===== src/tng_pkg.sv =====
// Shared types and constants for the three-tone noise sound generator.
// No dependencies; tng_core, tng_out and the top level import this package.
package tng_pkg;

    // Request kinds
    typedef enum logic {
        KIND_TICK  = 1'b0,
        KIND_WRITE = 1'b1
    } t_kind;

    // Sound register indexes
    localparam logic [2:0] REG_MASTER_FREQ = 3'd0;
    localparam logic [2:0] REG_TONE_A_FREQ = 3'd1;
    localparam logic [2:0] REG_TONE_B_FREQ = 3'd2;
    localparam logic [2:0] REG_TONE_C_FREQ = 3'd3;
    localparam logic [2:0] REG_VIBRATO     = 3'd4;
    localparam logic [2:0] REG_NOISE_CTRL  = 3'd5;
    localparam logic [2:0] REG_VOLUME_AB   = 3'd6;
    localparam logic [2:0] REG_NOISE_VOL   = 3'd7;

    localparam int NUM_REGS   = 8;
    localparam int NUM_TONES  = 3;
    localparam int SAMPLE_W   = 6;
    localparam int PRESCALE_W = 6;
    localparam int VIB_W      = 13;
    localparam int NOISE_W    = 15;

    localparam logic [SAMPLE_W-1:0] SAMPLE_MAX = 6'd60;

    // Bit positions within the control registers
    localparam int BLOCK_XFER_POS = 3;   // port bit for block-transfer decode
    localparam int NOISE_EN_POS   = 5;   // register 5
    localparam int MUX_NOISE_POS  = 4;   // register 5
    localparam logic [3:0] VIB_TEST_POS = 4'd9;
    localparam logic [5:0] PRESCALE_LAST = 6'd63;

    // Mixer output toward the result register
    typedef struct packed {
        logic                valid;
        logic [SAMPLE_W-1:0] sample;
    } t_result;

endpackage


===== src/tng_in_if.sv =====
// Request channel of the sound generator: valid/ready plus the request fields.
// Depends on nothing.
interface tng_in_if;
    logic       valid;
    logic       ready;
    logic       kind;
    logic [7:0] port;
    logic [7:0] addr_high;
    logic [7:0] write_data;

    modport source (output valid, kind, port, addr_high, write_data, input ready);
    modport sink   (input valid, kind, port, addr_high, write_data, output ready);
endinterface


===== src/tng_out_if.sv =====
// Result channel of the sound generator: valid/ready plus the mixed sample.
// Depends on nothing.
interface tng_out_if;
    logic       valid;
    logic       ready;
    logic [5:0] sample;

    modport source (output valid, sample, input ready);
    modport sink   (input valid, sample, output ready);
endinterface


===== src/tng_core.sv =====
// Sound register file, oscillators, LFSR and mixer; all updated in one pass per request.
// Depends on tng_pkg.
module tng_core (
    input  logic              i_clk,
    input  logic              i_rst_n,
    input  logic              i_accept,
    input  logic              i_kind,
    input  logic [7:0]        i_port,
    input  logic [7:0]        i_addr_high,
    input  logic [7:0]        i_write_data,
    output tng_pkg::t_result  o_result
);
    import tng_pkg::*;

    logic [7:0]            r_regs [NUM_REGS];
    logic [7:0]            r_master;
    logic [PRESCALE_W-1:0] r_div;
    logic [VIB_W-1:0]      r_vib;
    logic [NOISE_W-1:0]    r_noise;
    logic [7:0]            r_tone  [NUM_TONES];
    logic [NUM_TONES-1:0]  r_level;

    logic [7:0]            n_master;
    logic [PRESCALE_W-1:0] n_div;
    logic [VIB_W-1:0]      n_vib;
    logic [NOISE_W-1:0]    n_noise;
    logic [7:0]            n_tone  [NUM_TONES];
    logic [NUM_TONES-1:0]  n_level;

    logic                  tick;
    logic                  wr;
    logic [2:0]            wr_idx;
    logic [SAMPLE_W-1:0]   mix;
    logic                  noise_fb;
    logic                  master_wrap;
    logic [3:0]            vib_pos;
    logic [7:0]            noise_rev;
    logic [7:0]            master_add;

    assign tick = i_accept && (t_kind'(i_kind) == KIND_TICK);
    assign wr   = i_accept && (t_kind'(i_kind) == KIND_WRITE);

    // Write decode: block transfers take the index from the high address byte
    assign wr_idx = i_port[BLOCK_XFER_POS] ? i_addr_high[2:0] : i_port[2:0];

    // Mixer, from state before this tick's update
    always_comb begin
        mix = '0;
        if (r_level[0]) mix = mix + SAMPLE_W'(r_regs[REG_VOLUME_AB][3:0]);
        if (r_level[1]) mix = mix + SAMPLE_W'(r_regs[REG_VOLUME_AB][7:4]);
        if (r_level[2]) mix = mix + SAMPLE_W'(r_regs[REG_NOISE_CTRL][3:0]);
        if (r_regs[REG_NOISE_CTRL][NOISE_EN_POS] && r_noise[NOISE_W-1])
            mix = mix + SAMPLE_W'(r_regs[REG_NOISE_VOL][7:4]);
    end

    assign o_result.valid  = tick;
    assign o_result.sample = mix;

    // Prescaler, XNOR LFSR and vibrato clock
    assign noise_fb = ~(r_noise[14] ^ r_noise[13]);
    always_comb begin
        n_div   = r_div + 1'b1;
        n_noise = r_noise;
        n_vib   = r_vib;
        if (r_div == PRESCALE_LAST) begin
            n_div   = '0;
            n_noise = {r_noise[NOISE_W-2:0], noise_fb};
            n_vib   = r_vib + 1'b1;
        end
    end

    // Master oscillator reload offset: vibrato depth or bit-reversed noise,
    // taken from the LFSR and vibrato clock after this tick's prescaler step
    assign vib_pos = VIB_TEST_POS + {2'b00, r_regs[REG_VIBRATO][7:6]};
    always_comb begin
        for (int b = 0; b < 8; b++) begin
            noise_rev[7-b] = n_noise[7+b];
        end
    end

    always_comb begin
        master_add = '0;
        if (!r_regs[REG_NOISE_CTRL][MUX_NOISE_POS]) begin
            if (!n_vib[vib_pos]) master_add = {2'b00, r_regs[REG_VIBRATO][5:0]};
        end else begin
            master_add = noise_rev & r_regs[REG_NOISE_VOL];
        end
    end

    assign master_wrap = (r_master == 8'hff);

    // Master oscillator and tone dividers
    always_comb begin
        n_master = r_master + 1'b1;
        n_level  = r_level;
        for (int t = 0; t < NUM_TONES; t++) begin
            n_tone[t] = r_tone[t];
        end
        if (master_wrap) begin
            n_master = ~r_regs[REG_MASTER_FREQ] + master_add;
            for (int t = 0; t < NUM_TONES; t++) begin
                if (r_tone[t] == 8'hff) begin
                    n_level[t] = ~r_level[t];
                    n_tone[t]  = ~r_regs[REG_TONE_A_FREQ + 3'(t)];
                end else begin
                    n_tone[t]  = r_tone[t] + 1'b1;
                end
            end
        end
    end

    // State registers
    always_ff @(posedge i_clk) begin
        if (!i_rst_n) begin
            for (int k = 0; k < NUM_REGS; k++) r_regs[k] <= '0;
            for (int t = 0; t < NUM_TONES; t++) r_tone[t] <= '0;
            r_master <= '0;
            r_div    <= '0;
            r_vib    <= '0;
            r_noise  <= '0;
            r_level  <= '0;
        end else begin
            if (wr) begin
                r_regs[wr_idx] <= i_write_data;
            end
            if (tick) begin
                r_master <= n_master;
                r_div    <= n_div;
                r_vib    <= n_vib;
                r_noise  <= n_noise;
                r_level  <= n_level;
                for (int t = 0; t < NUM_TONES; t++) r_tone[t] <= n_tone[t];
            end
        end
    end

    // Prescaler wraps to zero and clocks the LFSR
    a_div_wrap: assert property (@(posedge i_clk) disable iff (!i_rst_n)
        tick && (r_div == PRESCALE_LAST) |=> (r_div == '0) && (r_noise[0] == $past(noise_fb)))
        else $error("prescaler wrap did not clock the LFSR");

    // Register writes leave the oscillators alone
    a_write_holds: assert property (@(posedge i_clk) disable iff (!i_rst_n)
        wr |=> $stable(r_master) && $stable(r_div) && $stable(r_level))
        else $error("oscillator state changed on a register write");

endmodule


===== src/tng_out.sv =====
// Result register between the mixer and the output channel.
// Depends on tng_pkg and tng_out_if.
module tng_out (
    input  logic              i_clk,
    input  logic              i_rst_n,
    input  tng_pkg::t_result  i_result,
    output logic              o_ready,
    tng_out_if.source         o_out
);
    import tng_pkg::*;

    logic                r_valid;
    logic [SAMPLE_W-1:0] r_sample;

    // Can take a new result when empty or when the held one leaves this cycle
    assign o_ready = !r_valid || o_out.ready;

    always_ff @(posedge i_clk) begin
        if (!i_rst_n) begin
            r_valid <= 1'b0;
        end else if (o_ready) begin
            r_valid <= i_result.valid;
        end
    end

    always_ff @(posedge i_clk) begin
        if (o_ready && i_result.valid) begin
            r_sample <= i_result.sample;
        end
    end

    assign o_out.valid  = r_valid;
    assign o_out.sample = r_sample;

    // Mixed level never exceeds four full-scale nibbles
    a_sample_range: assert property (@(posedge i_clk) disable iff (!i_rst_n)
        r_valid |-> (r_sample <= SAMPLE_MAX))
        else $error("sample out of range");

    // A tick request always lands in the result register
    a_tick_lands: assert property (@(posedge i_clk) disable iff (!i_rst_n)
        o_ready && i_result.valid |=> r_valid && (r_sample == $past(i_result.sample)))
        else $error("tick result lost");

endmodule


===== src/three_tone_noise_sound_generator_top.sv =====
// Top level of the three-tone noise sound generator.
// Depends on tng_pkg, tng_in_if, tng_out_if, tng_core and tng_out.
//
// One request per clock: a register write or a chip clock tick. A tick returns one sample
// (0..60) in the cycle after acceptance, taken from the mixer before that tick's oscillator
// update; a write returns nothing. All state advances in a single combinational pass
// into the state registers, so the only limit on rate is the single result register:
// i_in.ready is low only while a sample waits and o_out.ready is low.
module three_tone_noise_sound_generator_top (
    input  logic      i_clk,
    input  logic      i_rst_n,
    tng_in_if.sink    i_in,
    tng_out_if.source o_out
);
    import tng_pkg::*;

    t_result res;
    logic    out_ready;

    assign i_in.ready = out_ready;

    tng_core u_core (
        .i_clk        (i_clk),
        .i_rst_n      (i_rst_n),
        .i_accept     (i_in.valid && out_ready),
        .i_kind       (i_in.kind),
        .i_port       (i_in.port),
        .i_addr_high  (i_in.addr_high),
        .i_write_data (i_in.write_data),
        .o_result     (res)
    );

    tng_out u_out (
        .i_clk    (i_clk),
        .i_rst_n  (i_rst_n),
        .i_result (res),
        .o_ready  (out_ready),
        .o_out    (o_out)
    );

endmodule

===== src/flat_wrapper.sv =====
// flat-port wrapper written by rule: the top's interface ports become plain ports
module three_tone_noise_sound_generator_top_flat import tng_pkg::*;
  (i_clk, i_rst_n, i_in_valid, i_in_kind, i_in_port, i_in_addr_high, i_in_write_data, i_in_ready, o_out_valid, o_out_sample, o_out_ready);
  tng_in_if i_in_i ();
  tng_out_if o_out_i ();
  input  logic i_clk;
  input  logic i_rst_n;
  input wire logic [$bits(i_in_i.valid)-1:0] i_in_valid;
  input wire logic [$bits(i_in_i.kind)-1:0] i_in_kind;
  input wire logic [$bits(i_in_i.port)-1:0] i_in_port;
  input wire logic [$bits(i_in_i.addr_high)-1:0] i_in_addr_high;
  input wire logic [$bits(i_in_i.write_data)-1:0] i_in_write_data;
  output wire logic [$bits(i_in_i.ready)-1:0] i_in_ready;
  output wire logic [$bits(o_out_i.valid)-1:0] o_out_valid;
  output wire logic [$bits(o_out_i.sample)-1:0] o_out_sample;
  input wire logic [$bits(o_out_i.ready)-1:0] o_out_ready;
  assign i_in_i.valid = i_in_valid;
  assign i_in_i.kind = i_in_kind;
  assign i_in_i.port = i_in_port;
  assign i_in_i.addr_high = i_in_addr_high;
  assign i_in_i.write_data = i_in_write_data;
  assign i_in_ready = i_in_i.ready;
  assign o_out_valid = o_out_i.valid;
  assign o_out_sample = o_out_i.sample;
  assign o_out_i.ready = o_out_ready;
  three_tone_noise_sound_generator_top u_core (.i_clk(i_clk), .i_rst_n(i_rst_n), .i_in(i_in_i), .o_out(o_out_i));
endmodule

===== config.mk =====
export PLATFORM = sky130hd
export DESIGN_NAME = three_tone_noise_sound_generator_top_flat
export DESIGN_NICKNAME = d
export VERILOG_FILES = /design/src/tng_pkg.sv /design/src/tng_in_if.sv /design/src/tng_out_if.sv /design/src/tng_core.sv /design/src/tng_out.sv /design/src/three_tone_noise_sound_generator_top.sv /design/src/flat_wrapper.sv
export SDC_FILE = /design/constraint.sdc
export NUM_CORES = 1
export LEC_CHECK = 0
export BUFFER_PORTS_ARGS = -buffer_cell sky130_fd_sc_hd__buf_2
export CAP_MARGIN = 20
export CORE_MARGIN = 3
export CORE_UTILIZATION = 64
export CTS_BUF_LIST = sky130_fd_sc_hd__clkbuf_4
export CTS_CLUSTER_SIZE = 28
export DETAILED_ROUTE_END_ITERATION = 10
export PLACE_DENSITY = 0.87
export SLEW_MARGIN = 40
export SYNTH_ARGS = -nofsm -noshare
export SYNTH_HDL_FRONTEND = slang
export SYNTH_HIERARCHICAL = 1
export SYNTH_SLANG_ARGS = --single-unit

===== constraint.sdc =====
create_clock -name i_clk -period 4 [get_ports i_clk]
set_input_delay 0.6 -clock i_clk [delete_from_list [all_inputs] [get_ports i_clk]]
set_output_delay 0.6 -clock i_clk [all_outputs]
set_load 0.005 [all_outputs]

==> results.py <==
metrics = {
    "final_layout": {
        "layout.nets": 811,
        "antenna_cells": 0,
        "area_delta_synth_final_pct": 8.72,
        "utilization": 0.720,
        "drive_gt1_frac": 0.129,
    },
    "synth": {
        "synthFlopType": "edfxtp_1",
        "ys_seq_elements": 138,
        "synth_area_leader_cell": "edfxtp_1",
        "yosys.cell_types.count": 63,
        "async_flop_share": 0,
        "yosys.area.top_type_share": 0.380,
        "yosys_warnings": 6,
        "synthMuxAreaShare": 0.0301,
        "synth-compound-area-share": 0.103,
        "synth_area_sq_mm": 0.00727,
        "synth-simple-area-share": 0.215,
        "yosys-top-cells-count": "edfxtp_1, nand2_1, and2_1",
        "synth_area_leaders": "edfxtp_1, dfxtp_1, and2_1, ha_1, nand2_1",
        "syn_inst": 718,
        "ys_seq_area_frac": 0.506,
        "synth_edf_count": 92,
        "synth_nets": 777,
        "yosysMostFrequentCell": "edfxtp_1",
        "synthAdderAreaFrac": 0.0571,
        "synth_top_family_by_area": "simple AND/OR/NAND/NOR gates",
        "yosys.area_share.xor_xnor": 0.0573,
        "avgSynthCellArea_sq_um": 10.1,
    },
    "route": {
        "drc": 0,
        "avgRoutedWirePerCell_microns": 16.5,
        "via_per_inst": 5.99,
        "first_pass_iters": 5,
        "via_count": 5423,
        "drt-total-wl_microns": 15000,
        "drt_first_iter_violations": 423,
        "final_antenna_net_count": 0,
    },
    "power_and_ir_drop": {
        "pwr_density_cell_mw_per_mm2": 343,
        "finalPower_mw": 2.71,
        "p_leak_nw": 3.00,
        "peakVddDrop_mv": 0.412,
    },
    "critical_path": {
        "setup.reg_to_reg.worst_slack_ns": 0.19,
        "critPathSlowestCell": "o32a_2",
        "critPathArrivalTime_ns": 4.29,
        "cp_slowest_stage_delay_ns": 0.39,
        "path_delay_family": "compound AO/OA/AOI/OAI gates",
        "cp_cell_sequence": "ha_2, nand4_1, nor4_4, xor2_1, a311o_1, o32a_2, o22ai_1, ha_1, a21oi_1, o211ai_1, o41ai_1, xnor3_1, o221ai_1, o211a_1",
        "critPathKind": "reg2reg",
        "worstSetupStartpointType": "flop",
        "path_max_fanout": 7,
        "cp.required_ns": 4.48,
        "cp-end-kind": "flop",
        "cp_num_buf_inv": 0,
    },
    "place": {
        "gp_congestion": 0.848,
        "dp_hpwl_microns": 10600,
        "io_buffers": 27,
    },
    "global_routing": {
        "grt_pass1_wl_microns": 24600,
        "grt_pass1_vias": 5336,
        "track_usage": 0.246,
        "grt_overflow_total": 0,
        "antenna_found_initial": 0,
        "grt_max_degree": 43,
    },
    "sta": {
        "slew_violations": 0,
        "max_freq_mhz": 263,
        "post-route-period-util": 0.952,
        "period_minus_slack_ns": 3.81,
        "worst_pin_slew_ns": 0.760,
        "slew_headroom": 0.491,
        "skew_ns": 0.0190,
        "finalSetupViolCount": 0,
        "hold_viol_final": 0,
    },
    "clocking": {
        "cts_tree": "yes",
        "clk_latency_ns": 0.54,
        "cts_sinks": 138,
        "root_buffer": "clkbuf_4",
        "htreeDepth": 4,
        "numCtsBuffers": 17,
        "cts_buffer_depth": 2,
        "clkSlewWorstSetupHoldPaths_ns": 0.11,
        "ctsHoldBuffers": 0,
    },
    "status": {
        "status": "complete, no violations",
    },
    "die": {
        "ios": 37,
        "start_util": 0.662,
        "core_area_sq_mm": 0.0110,
        "die_h_microns": 113,
        "die_x_microns": 113,
        "die-area_sq_mm": 0.0127,
        "rows": 38,
    },
    "min_path": {
        "hold_path_class": "in2reg",
    },
    "run": {
        "maxCapViolCount": 0,
    },
}
## worst paths after layout
check,startpoint,to,depth (start not counted)
worst max-delay path,u_core/u_core/r_vib[0],u_core/u_core/r_master[7],14
worst min-delay path,o_out_ready,u_core/u_out/o_out.valid,3
worst max register to register,u_core/u_core/r_vib[0],u_core/u_core/r_master[7],14
worst min register to register,u_core/u_core/r_noise[0],u_core/u_core/r_noise[1],2
## worst register-to-register path: cells and delay by family (launching register included)
kind | cells | cell delay, ns
AO/OA/AOI/OAI | 8 | 1.94
AND/OR/NAND/NOR | 2 | 0.52
adder cells (fa/ha/maj) | 2 | 0.48
XOR/XNOR | 2 | 0.42
flip-flops | 1 | 0.38
## flip-flops by register name (all words and copies together) (netlist names)
| name | flops |
|---|---|
| u_core/u_core/r_tone | 24 |
| u_core/u_core/r_noise | 15 |
| u_core/u_core/r_level | 3 |
| u_core/u_core/r_regs | 62 |
| u_core/u_core/r_div | 6 |
| u_core/u_out/o_out.valid | 1 |
| u_core/u_core/r_vib | 13 |
| u_core/u_core/r_master | 8 |
| u_core/u_out/o_out.sample | 6 |
## stage by stage
step                      instance area [sq um]  setup TNS [ns]  hold WS, ns  std cells  setup slack, ns
after floorplan                            7270               0        0.432        718            0.510
after global placement                     7560               0        0.435        871            0.203
after detailed placement                   7560               0        0.444        871           0.0426
after CTS                                  7850               0        0.315        903           0.0738
after global routing                       7910         -0.0183        0.299        905          -0.0183
final                                      7910               0        0.359        905            0.191
## report_power, final
| group | total, mW | switching (mW) | internal, mW |
|---|---|---|---|
| Clock | 0.912 | 0.512 | 0.400 |
| Sequential | 1.60 | 0.0312 | 1.57 |
| Combinational | 0.193 | 0.121 | 0.0717 |
## area by class of cell
type	instances	area, sq um
clock buffer	20	150
fill	751	3080
timing repair buffer	38	218
sequential	138	3690
inverter	37	139
clock inverter	12	143
tap	140	175
multi-input combinational	520	3390
## layer usage
layer / global-route usage / vias up / part of all wire
met3: 0.0679 / 40 / 0.067
met2: 0.419 / 189 / 0.50
met5: 0 / - / 0
li1: - / 2603 / -
met1: 0.291 / 2591 / 0.41
met4: 0.109 / 0 / 0.024
## cells by family after synthesis
| kind of cell | count (synthesis) |
|---|---|
| AO/OA/AOI/OAI | 121 |
| XOR/XNOR | 46 |
| adder cells (fa/ha/maj) | 31 |
| buffers and inverters | 60 |
| flip-flops | 138 |
| multiplexers | 21 |
| AND/OR/NAND/NOR | 301 |
## what timing repair did
item,4_1_cts,5_1_grt
pin swaps,0,3
resized for setup,1,12
buffers inserted,0,2
setup endpoints to repair,1,4
## layout by cell type, fill, tap and decap left out, types with 12 or more instances in the layout
master	n
a211oi_1	15
a21oi_1	43
and2_1	66
and3_1	12
buf_2	27
clkbuf_4	20
dfxtp_1	42
edfxtp_1	92
ha_1	24
inv_1	36
mux2i_1	14
nand2_1	72
nand2b_1	12
nand3_1	21
nand4_1	14
nor2_1	65
o21ai_0	13
xnor2_1	26
xor2_1	19
No activity file was read; power rests on OpenSTA's default activity.
